<file path="src/rtl/uubr_pkg.sv">
package uubr_pkg;

	// ring geometry
	localparam int unsigned DEPTH = 256;
	localparam int unsigned PTR_W = $clog2(DEPTH);

	// field widths
	localparam int unsigned BYTE_W     = 8;
	localparam int unsigned WORD_W     = 9;
	localparam int unsigned FUNC_W     = 3;
	localparam int unsigned MODE_W     = 3;
	localparam int unsigned HOLD_W     = 16;
	localparam int unsigned CFG_IDX_W  = 1;
	localparam int unsigned CFG_DATA_W = 16;

	// transaction function codes
	typedef enum logic [FUNC_W-1:0] {
		FUNC_HOST_IN    = 3'd0,
		FUNC_TX_READY   = 3'd1,
		FUNC_RX_WORD    = 3'd2,
		FUNC_HOST_READY = 3'd3,
		FUNC_TICK       = 3'd4
	} func_t;

	// parity modes that alter data
	localparam logic [MODE_W-1:0] PARITY_MARK  = 3'd3;
	localparam logic [MODE_W-1:0] PARITY_SPACE = 3'd4;

	// configuration register indexes
	localparam logic [CFG_IDX_W-1:0] CFG_PARITY_MODE = 1'b0;
	localparam logic [CFG_IDX_W-1:0] CFG_LED_HOLD    = 1'b1;

	localparam logic [HOLD_W-1:0] LED_HOLD_RESET = 16'd100;

	typedef logic [PTR_W-1:0] ptr_t;

	// ring request and status between top and ring
	typedef struct packed {
		logic push;
		logic pop;
	} ring_req_t;

	typedef struct packed {
		logic empty;
		logic pending_next;
	} ring_sts_t;

	// result fields held in the output stage
	typedef struct packed {
		logic word_valid;
		logic from_tx_ring;
		logic mark;
		logic space;
		logic transmit_idle;
		logic word_dropped;
		logic host_data_pending;
		logic receive_led_on;
		logic transmit_led_on;
	} res_t;

	// ring pointer advance with wrap
	function automatic ptr_t next_pos(input ptr_t p);
		ptr_t n;
		n = (p == ptr_t'(DEPTH - 1)) ? '0 : p + ptr_t'(1);
		return n;
	endfunction

endpackage

</file>
<file path="src/rtl/uubr_ifs.sv">
interface uubr_item_if;
	logic                           valid;
	logic                           ready;
	logic [uubr_pkg::FUNC_W-1:0]    func;
	logic [uubr_pkg::WORD_W-1:0]    word_in;

	modport source(output valid, func, word_in, input ready);
	modport sink(input valid, func, word_in, output ready);
endinterface

interface uubr_result_if;
	logic                           valid;
	logic                           ready;
	logic                           word_valid;
	logic [uubr_pkg::WORD_W-1:0]    word_out;
	logic                           transmit_idle;
	logic                           word_dropped;
	logic                           host_data_pending;
	logic                           receive_led_on;
	logic                           transmit_led_on;

	modport source(output valid, word_valid, word_out, transmit_idle, word_dropped,
		host_data_pending, receive_led_on, transmit_led_on, input ready);
	modport sink(input valid, word_valid, word_out, transmit_idle, word_dropped,
		host_data_pending, receive_led_on, transmit_led_on, output ready);
endinterface

</file>
<file path="src/rtl/usb_uart_bridge_rings_core.sv">
// a transaction passes the input stage, then the result stage that offers its result
// throughput: one transaction per cycle, sustained without output stall
// the ring memories' registered read port sets the second stage
// reset: pointers, indicator counters and config (parity none, hold 100) clear at once
// ring contents are not cleared; there is no clearing pass after reset
module usb_uart_bridge_rings_core (
	input  logic                               clk,
	input  logic                               arst_n,
	input  logic                               cfg_we,
	input  logic [uubr_pkg::CFG_IDX_W-1:0]     cfg_index,
	input  logic [uubr_pkg::CFG_DATA_W-1:0]    cfg_data,
	uubr_item_if.sink                          item,
	uubr_result_if.source                      result
);

	logic [uubr_pkg::MODE_W-1:0] parity_mode_q;
	logic [uubr_pkg::HOLD_W-1:0] led_hold_q;
	logic [uubr_pkg::HOLD_W-1:0] rx_led_q, tx_led_q, rx_led_d, tx_led_d;

	logic                        valid_s1, valid_s2;
	uubr_pkg::func_t             func_s1;
	logic [uubr_pkg::WORD_W-1:0] word_s1;
	uubr_pkg::res_t              res_s2, res_d;

	logic advance, step;
	uubr_pkg::ring_req_t         tx_req, rx_req;
	uubr_pkg::ring_sts_t         tx_sts, rx_sts;
	logic [uubr_pkg::BYTE_W-1:0] tx_wdata, rx_wdata, tx_rdata, rx_rdata;
	logic                        mark, space, rx_ok;

	// configuration registers
	always_ff @(posedge clk or negedge arst_n) begin
		if (!arst_n) begin
			parity_mode_q <= '0;
			led_hold_q    <= uubr_pkg::LED_HOLD_RESET;
		end else if (cfg_we) begin
			unique case (cfg_index)
				uubr_pkg::CFG_PARITY_MODE: parity_mode_q <= cfg_data[uubr_pkg::MODE_W-1:0];
				uubr_pkg::CFG_LED_HOLD:    led_hold_q    <= cfg_data[uubr_pkg::HOLD_W-1:0];
				default: ;
			endcase
		end
	end

	// flow control
	assign advance    = !valid_s2 || result.ready;
	assign item.ready = !valid_s1 || advance;
	assign step       = valid_s1 && advance;

	// input stage
	always_ff @(posedge clk or negedge arst_n) begin
		if (!arst_n) begin
			valid_s1 <= 1'b0;
		end else if (item.ready) begin
			valid_s1 <= item.valid;
		end
	end

	always_ff @(posedge clk) begin
		if (item.ready && item.valid) begin
			func_s1 <= uubr_pkg::func_t'(item.func);
			word_s1 <= item.word_in;
		end
	end

	assign mark  = (parity_mode_q == uubr_pkg::PARITY_MARK);
	assign space = (parity_mode_q == uubr_pkg::PARITY_SPACE);

	// received word parity check and strip
	always_comb begin
		rx_ok    = 1'b1;
		rx_wdata = word_s1[uubr_pkg::BYTE_W-1:0];
		if (mark) begin
			rx_ok    = word_s1[0];
			rx_wdata = word_s1[uubr_pkg::WORD_W-1:1];
		end else if (space) begin
			rx_ok    = !word_s1[0];
			rx_wdata = word_s1[uubr_pkg::WORD_W-1:1];
		end
	end

	assign tx_wdata = word_s1[uubr_pkg::BYTE_W-1:0];

	// ring requests, indicator counters and result fields
	always_comb begin
		tx_req   = '0;
		rx_req   = '0;
		rx_led_d = rx_led_q;
		tx_led_d = tx_led_q;
		res_d    = '0;
		case (func_s1)
			uubr_pkg::FUNC_HOST_IN: begin
				tx_req.push = step;
			end
			uubr_pkg::FUNC_TX_READY: begin
				tx_req.pop = step;
				if (!tx_sts.empty) begin
					res_d.word_valid   = 1'b1;
					res_d.from_tx_ring = 1'b1;
					res_d.mark         = mark;
					res_d.space        = space;
					tx_led_d           = led_hold_q;
				end else begin
					res_d.transmit_idle = 1'b1;
				end
			end
			uubr_pkg::FUNC_RX_WORD: begin
				if (rx_ok) begin
					rx_req.push = step;
					rx_led_d    = led_hold_q;
				end else begin
					res_d.word_dropped = 1'b1;
				end
			end
			uubr_pkg::FUNC_HOST_READY: begin
				rx_req.pop = step;
				res_d.word_valid = !rx_sts.empty;
			end
			uubr_pkg::FUNC_TICK: begin
				if (rx_led_q != '0) begin
					rx_led_d = rx_led_q - 1'b1;
				end
				if (tx_led_q != '0) begin
					tx_led_d = tx_led_q - 1'b1;
				end
			end
			default: ;
		endcase
		res_d.host_data_pending = rx_sts.pending_next;
		res_d.receive_led_on    = (rx_led_d != '0);
		res_d.transmit_led_on   = (tx_led_d != '0);
	end

	// indicator counters
	always_ff @(posedge clk or negedge arst_n) begin
		if (!arst_n) begin
			rx_led_q <= '0;
			tx_led_q <= '0;
		end else if (step) begin
			rx_led_q <= rx_led_d;
			tx_led_q <= tx_led_d;
		end
	end

	// rings
	uubr_ring u_tx_ring (
		.clk    (clk),
		.arst_n (arst_n),
		.req    (tx_req),
		.wdata  (tx_wdata),
		.rdata  (tx_rdata),
		.sts    (tx_sts)
	);

	uubr_ring u_rx_ring (
		.clk    (clk),
		.arst_n (arst_n),
		.req    (rx_req),
		.wdata  (rx_wdata),
		.rdata  (rx_rdata),
		.sts    (rx_sts)
	);

	// result stage
	always_ff @(posedge clk or negedge arst_n) begin
		if (!arst_n) begin
			valid_s2 <= 1'b0;
		end else if (advance) begin
			valid_s2 <= valid_s1;
		end
	end

	always_ff @(posedge clk) begin
		if (step) begin
			res_s2 <= res_d;
		end
	end

	// output word formatting from ring read data
	always_comb begin
		result.word_out = '0;
		if (res_s2.word_valid) begin
			if (!res_s2.from_tx_ring) begin
				result.word_out = {1'b0, rx_rdata};
			end else if (res_s2.mark) begin
				result.word_out = {tx_rdata, 1'b1};
			end else if (res_s2.space) begin
				result.word_out = {tx_rdata, 1'b0};
			end else begin
				result.word_out = {1'b0, tx_rdata};
			end
		end
	end

	assign result.valid             = valid_s2;
	assign result.word_valid        = res_s2.word_valid;
	assign result.transmit_idle     = res_s2.transmit_idle;
	assign result.word_dropped      = res_s2.word_dropped;
	assign result.host_data_pending = res_s2.host_data_pending;
	assign result.receive_led_on    = res_s2.receive_led_on;
	assign result.transmit_led_on   = res_s2.transmit_led_on;

	// a popped word and an idle report never share a result
	a_valid_not_idle: assert property (@(posedge clk) disable iff (!arst_n)
		valid_s2 |-> !(res_s2.word_valid && res_s2.transmit_idle))
		else $error("word_valid and transmit_idle both set");

	// a dropped word only happens in mark or space mode
	a_drop_mode: assert property (@(posedge clk) disable iff (!arst_n)
		step && res_d.word_dropped |-> (mark || space))
		else $error("word dropped outside mark or space mode");

	// a stalled result keeps its ring read data
	a_rdata_hold: assert property (@(posedge clk) disable iff (!arst_n)
		valid_s2 && !result.ready |=> $stable(tx_rdata) && $stable(rx_rdata))
		else $error("ring read data changed under a stalled result");

	// a push and a pop never hit the same ring in one cycle
	a_ring_excl: assert property (@(posedge clk) disable iff (!arst_n)
		!(tx_req.push && tx_req.pop) && !(rx_req.push && rx_req.pop))
		else $error("push and pop on one ring in the same cycle");

endmodule

</file>
<file path="src/rtl/uubr_ram.sv">
module uubr_ram #(
	parameter int unsigned WIDTH = 8,
	parameter int unsigned DEPTH = 256
) (
	input  logic                     clk,
	input  logic                     we,
	input  logic [$clog2(DEPTH)-1:0] waddr,
	input  logic [WIDTH-1:0]         wdata,
	input  logic                     re,
	input  logic [$clog2(DEPTH)-1:0] raddr,
	output logic [WIDTH-1:0]         rdata
);

	logic [WIDTH-1:0] mem_q [DEPTH];
	logic [WIDTH-1:0] rdata_q;

	// write port
	always_ff @(posedge clk) begin
		if (we) begin
			mem_q[waddr] <= wdata;
		end
	end

	// registered read port, holds when not enabled
	always_ff @(posedge clk) begin
		if (re) begin
			rdata_q <= mem_q[raddr];
		end
	end

	assign rdata = rdata_q;

endmodule

</file>
<file path="src/rtl/uubr_ring.sv">
module uubr_ring (
	input  logic                          clk,
	input  logic                          arst_n,
	input  uubr_pkg::ring_req_t           req,
	input  logic [uubr_pkg::BYTE_W-1:0]   wdata,
	output logic [uubr_pkg::BYTE_W-1:0]   rdata,
	output uubr_pkg::ring_sts_t           sts
);

	uubr_pkg::ptr_t wr_q, rd_q, wr_d, rd_d, wr_nx;
	logic           empty;
	logic           pop_eff;

	assign empty   = (wr_q == rd_q);
	assign wr_nx   = uubr_pkg::next_pos(wr_q);
	assign pop_eff = req.pop && !empty;

	// pointer update; a push into a full ring drops the oldest byte
	always_comb begin
		wr_d = wr_q;
		rd_d = rd_q;
		if (req.push) begin
			wr_d = wr_nx;
			if (wr_nx == rd_q) begin
				rd_d = uubr_pkg::next_pos(rd_q);
			end
		end else if (pop_eff) begin
			rd_d = uubr_pkg::next_pos(rd_q);
		end
	end

	always_ff @(posedge clk or negedge arst_n) begin
		if (!arst_n) begin
			wr_q <= '0;
			rd_q <= '0;
		end else begin
			wr_q <= wr_d;
			rd_q <= rd_d;
		end
	end

	assign sts.empty        = empty;
	assign sts.pending_next = (wr_d != rd_d);

	// byte storage
	uubr_ram #(
		.WIDTH(uubr_pkg::BYTE_W),
		.DEPTH(uubr_pkg::DEPTH)
	) u_ram (
		.clk   (clk),
		.we    (req.push),
		.waddr (wr_q),
		.wdata (wdata),
		.re    (pop_eff),
		.raddr (rd_q),
		.rdata (rdata)
	);

endmodule
</file>
<file path="src/flat_wrapper.sv">
// flat-port wrapper written by rule: the top's interface ports become plain ports
module usb_uart_bridge_rings_core_flat 
  (clk, arst_n, cfg_we, cfg_index, cfg_data, item_valid, item_func, item_word_in, item_ready, result_valid, result_word_valid, result_word_out, result_transmit_idle, result_word_dropped, result_host_data_pending, result_receive_led_on, result_transmit_led_on, result_ready);
  uubr_item_if item_i ();
  uubr_result_if result_i ();
  input  logic clk;
  input  logic arst_n;
  input  logic cfg_we;
  input  logic [uubr_pkg::CFG_IDX_W-1:0] cfg_index;
  input  logic [uubr_pkg::CFG_DATA_W-1:0] cfg_data;
  input wire logic [$bits(item_i.valid)-1:0] item_valid;
  input wire logic [$bits(item_i.func)-1:0] item_func;
  input wire logic [$bits(item_i.word_in)-1:0] item_word_in;
  output wire logic [$bits(item_i.ready)-1:0] item_ready;
  output wire logic [$bits(result_i.valid)-1:0] result_valid;
  output wire logic [$bits(result_i.word_valid)-1:0] result_word_valid;
  output wire logic [$bits(result_i.word_out)-1:0] result_word_out;
  output wire logic [$bits(result_i.transmit_idle)-1:0] result_transmit_idle;
  output wire logic [$bits(result_i.word_dropped)-1:0] result_word_dropped;
  output wire logic [$bits(result_i.host_data_pending)-1:0] result_host_data_pending;
  output wire logic [$bits(result_i.receive_led_on)-1:0] result_receive_led_on;
  output wire logic [$bits(result_i.transmit_led_on)-1:0] result_transmit_led_on;
  input wire logic [$bits(result_i.ready)-1:0] result_ready;
  assign item_i.valid = item_valid;
  assign item_i.func = item_func;
  assign item_i.word_in = item_word_in;
  assign item_ready = item_i.ready;
  assign result_valid = result_i.valid;
  assign result_word_valid = result_i.word_valid;
  assign result_word_out = result_i.word_out;
  assign result_transmit_idle = result_i.transmit_idle;
  assign result_word_dropped = result_i.word_dropped;
  assign result_host_data_pending = result_i.host_data_pending;
  assign result_receive_led_on = result_i.receive_led_on;
  assign result_transmit_led_on = result_i.transmit_led_on;
  assign result_i.ready = result_ready;
  usb_uart_bridge_rings_core u_core (.clk(clk), .arst_n(arst_n), .cfg_we(cfg_we), .cfg_index(cfg_index), .cfg_data(cfg_data), .item(item_i), .result(result_i));
endmodule
</file>
<file path="config.mk">
export PLATFORM = sky130hd
export DESIGN_NAME = usb_uart_bridge_rings_core_flat
export DESIGN_NICKNAME = d
export VERILOG_FILES = /design/src/rtl/uubr_pkg.sv /design/src/rtl/uubr_ifs.sv /design/src/rtl/usb_uart_bridge_rings_core.sv /design/src/rtl/uubr_ram.sv /design/src/rtl/uubr_ring.sv /design/src/flat_wrapper.sv
export SDC_FILE = /design/constraint.sdc
export NUM_CORES = 2
export LEC_CHECK = 0
export BUFFER_PORTS_ARGS = -buffer_cell sky130_fd_sc_hd__buf_4
export CORE_MARGIN = 3
export CORE_UTILIZATION = 40
export CTS_CLUSTER_DIAMETER = 120
export DETAILED_ROUTE_END_ITERATION = 8
export PLACE_DENSITY_LB_ADDON = 0.08
export SETUP_SLACK_MARGIN = 0.3
export SYNTH_ARGS = -nofsm -noshare
export SYNTH_HDL_FRONTEND = slang
export SYNTH_SLANG_ARGS = --single-unit
</file>
<file path="constraint.sdc">
create_clock -name clk -period 6.3 [get_ports clk]
set_input_delay 1.26 -clock clk [delete_from_list [all_inputs] [get_ports clk]]
set_output_delay 1.26 -clock clk [all_outputs]
set_load 0.02 [all_outputs]
</file>
==> flow_summary_export.csv <==
group,metric,value,unit
run_status,status,"finished with violations",
run_status,violations,"max-slew violations",
clock_tree,cts-htree-levels,5,
sta,finalHoldViolations,0,
global_routing,antenna_found_initial,20,
routing,ant_nets,0,
pwr,power_density,410,mW/mm^2
floorplan,dieArea,0.420,mm^2
clock_tree,cts_tree,"done",
routing,drtIter0Drc,8080,
synthesis,synth.most_common_cell,"edfxtp_1",
routing,drt_pass1_iterations,6,
cells_and_area,nNetsFinal,7599,
cells_and_area,syn_to_final_growth,14.0,%
clock_tree,cts.path.max_buffers,4,
sta,min_period,4.38,ns
cells_and_area,final_core_util,0.458,
synthesis,synth_edf_count,4133,
clock_tree,clk_pin_slew_worst_paths,0.06,ns
synthesis,syn_area,0.165,mm^2
sta,fmaxAchievable,0.229,GHz
placed_design,place_area,0.173,mm^2
global_routing,grt.total_usage,0.208,
run,max_cap_viol_count,0,
global_routing,grt_max_degree,196,
sta,hold_ws,0.309,ns
sta,rsz0062_at_grt,"false",
sta,tightest_slew,1.54,ns
floorplan,die_h,648,um
setup_path,cp-start-kind,"register",
global_routing,gr-total-overflow,0,
setup_path,crit_fanout,95,
setup_path,crit_path_end_kind,"register",
routing,drc_errors,0,
placed_design,place_inst,12500,
synthesis,ys.flop_type,"edfxtp_1",
clock_tree,clock_latency,0.99,ns
sta,slew_headroom,-0.0273,
synthesis,avgSynthCellArea,22.9,um^2
synthesis,yosysSeqAreaShare,0.766,
floorplan,io_pins,51,
floorplan,die_w,648,um
placed_design,port_buffers,50,
synthesis,yosysWarnings,0,
pwr,leakage,57.4,nW
synthesis,postSynthCellCount,7201,
floorplan,num_rows,235,
cells_and_area,drive_gt1_frac,0.307,
clock_tree,cts_hold_buf,0,
cells_and_area,multi_input_area,0.0370,mm^2
placed_design,dpl.hpwl,254,mm
synthesis,syn_nets,7249,
floorplan,core,0.410,mm^2
sta,timing.final.crit_share,0.695,
worst_hold_path,hp-class,"input pin to asynchronous set/reset pin",
sta,skew,0.0515,ns
sta,drv_slew,44,
sta,fin_tns_setup,0,ns
clock_tree,cts-resized-gates,0,
pwr,peakVddDrop,0.000345,V
floorplan,initial_utilization,0.402,
clock_tree,clock_tree.root_cell,"clkbuf_16",
cells_and_area,nFillCells,33900,
placed_design,gp_congestion,0.795,
routing,finalWirelength,438,mm
clock_tree,clock-sinks,4218,
cells_and_area,regArea,0.126,mm^2
synthesis,synth-async-reset-ratio,0.0202,
cells_and_area,fin_area,0.188,mm^2
setup_path,critPathArrivalTime,5.05,ns
global_routing,grt_pass1_wl,622,mm
cells_and_area,final_cells,13400,
clock_tree,postCtsSetupRepairBufs,0,
global_routing,grt_pass1_vias,79200,
synthesis,synth_area_leaders,"edfxtp_1, mux4_2, nor2_1",
setup_path,cp_data_required_time,6.98,ns
synthesis,yosysTopAreaCell,"edfxtp_1",
synthesis,ys_ff_latch,4218,
synthesis,ys_top_cells_by_count,"edfxtp_1, mux4_2, nor2_1",
clock_tree,numCtsBuffers,451,
routing,num_vias,76300,
synthesis,synth_top_area_share,0.753,
setup_path,crit_type,"register to register",
routing,viasPerCell,5.70,
routing,wire_per_inst,32.7,um
synthesis,ys_types,81,
sta,setup_viol,0,
-- through the flow --
| step | worst slack [ns] | power (mW) |
|---|---|---|
| detailed placement | 1.37 | 51.6 |
| global placement | 1.42 | 51.6 |
| global route | 1.59 | 79.9 |
| CTS | 1.81 | 78.2 |
| floorplan | 0.115 | 44.7 |
| finish | 1.92 | 77.1 |
-- flip-flops by register name, summed over array words and instances (netlist names), 3 cells and up --
signal,count
u_core.func_s1,3
u_core.led_hold_q,16
u_core.parity_mode_q,3
u_core.res_s2,3
u_core.rx_led_q,16
u_core.tx_led_q,16
u_core.u_rx_ring.rd_q,8
u_core.u_rx_ring.u_ram.mem_q,2048
u_core.u_rx_ring.u_ram.rdata,8
u_core.u_rx_ring.wr_q,8
u_core.u_tx_ring.rd_q,8
u_core.u_tx_ring.u_ram.mem_q,2048
u_core.u_tx_ring.u_ram.rdata,8
u_core.u_tx_ring.wr_q,8
u_core.word_s1,9
-- placed cells by master, fill, tap and decap left out, types with 13 or more instances in the layout --
| master | instances |
|---|---|
| a21oi_1 | 23 |
| a221oi_1 | 18 |
| buf_12 | 36 |
| buf_4 | 284 |
| bufinv_16 | 53 |
| clkbuf_1 | 86 |
| clkbuf_16 | 457 |
| clkinv_1 | 102 |
| clkinv_2 | 95 |
| clkinvlp_4 | 13 |
| dfrtp_1 | 72 |
| edfxtp_1 | 4133 |
| ha_1 | 14 |
| inv_1 | 20 |
| mux2_2 | 26 |
| mux4_2 | 1359 |
| nand2_1 | 112 |
| nand2_2 | 20 |
| nand3_1 | 33 |
| nand4_1 | 20 |
| nor2_1 | 568 |
| nor2b_1 | 15 |
| nor3_1 | 28 |
| o21ai_0 | 73 |
| xnor2_1 | 21 |
| xor2_1 | 17 |
-- path summary, 6_finish.rpt --
path | startpoint | endpoint | slack (ns) | depth (start not counted)
worst max-delay path | u_core.u_rx_ring.rd_q[0]$_DFF_PN0_ | u_core.u_rx_ring.u_ram.rdata[2]$_DFFE_PP_ | 1.92 | 5
worst min-delay path | arst_n | u_core.u_tx_ring.wr_q[3]$_DFFE_PN0P_ | 0.31 | 1
worst max register to register | u_core.u_rx_ring.rd_q[0]$_DFF_PN0_ | u_core.u_rx_ring.u_ram.rdata[2]$_DFFE_PP_ | 1.92 | 5
worst min register to register | u_core.rx_led_q[9]$_DFFE_PN0P_ | u_core.rx_led_q[9]$_DFFE_PN0P_ | 0.54 | 2
max in group asynchronous | arst_n | u_core.tx_led_q[14]$_DFFE_PN0P_ | 4.83 | 2
min in group clk | item_word_in[1] | u_core.word_s1[1]$_DFFE_PP_ | 0.46 | 1
-- routing by layer --
layer  wire length [um]  track usage  vias to the layer above  part of all wire
li1                   -            -                    31400                 -
met1             197000        0.310                    42100              0.45
met2             206000        0.326                     2391              0.47
met3              26100       0.0354                      479             0.060
met4               8410       0.0406                        2             0.019
met5                 13            0                        -          0.000030
-- area by class of cell --
type,instances,area share
inverters,24,0.000560
clock inverters,295,0.0158
well taps,5451,0.0363
repair buffers,320,0.0152
clock buffers,547,0.0629
multi-input cells,2536,0.197
diodes,7,0.0000933
flip-flops and latches,4218,0.672
-- worst max-delay path: stages, from the launching register on --
cell and delay, ns:
dfrtp_4 1.01, buf_12 0.63, mux4_2 0.61, mux4_2 0.55, mux4_2 0.59, mux4_2 0.50
-- power by group --
group	switching (mW)	total [mW]	internal, mW	leakage [nW]
combinational	10.0	18.5	8.45	12.0
sequential	0.622	32.1	31.5	38.2
clock	11.0	26.5	15.5	7.24
total	21.6	77.1	55.5	57.4
-- cell families (layout without fill, tap and decap cells) --
kind of cell | after synthesis | after routing | synth area share
AOI/OAI and AO/OA | 194 | 194 | 0.00812
xor gates and xnor gates | 38 | 38 | 0.00202
adders and majority gates | 14 | 14 | 0.00106
buffers and inverters | 447 | 1186 | 0.0111
DFF | 4218 | 4218 | 0.766
muxes | 1400 | 1400 | 0.188
other | 0 | 7 | 0
and+or+nand+nor | 890 | 890 | 0.0232
Power figures use the tool's default switching activity.
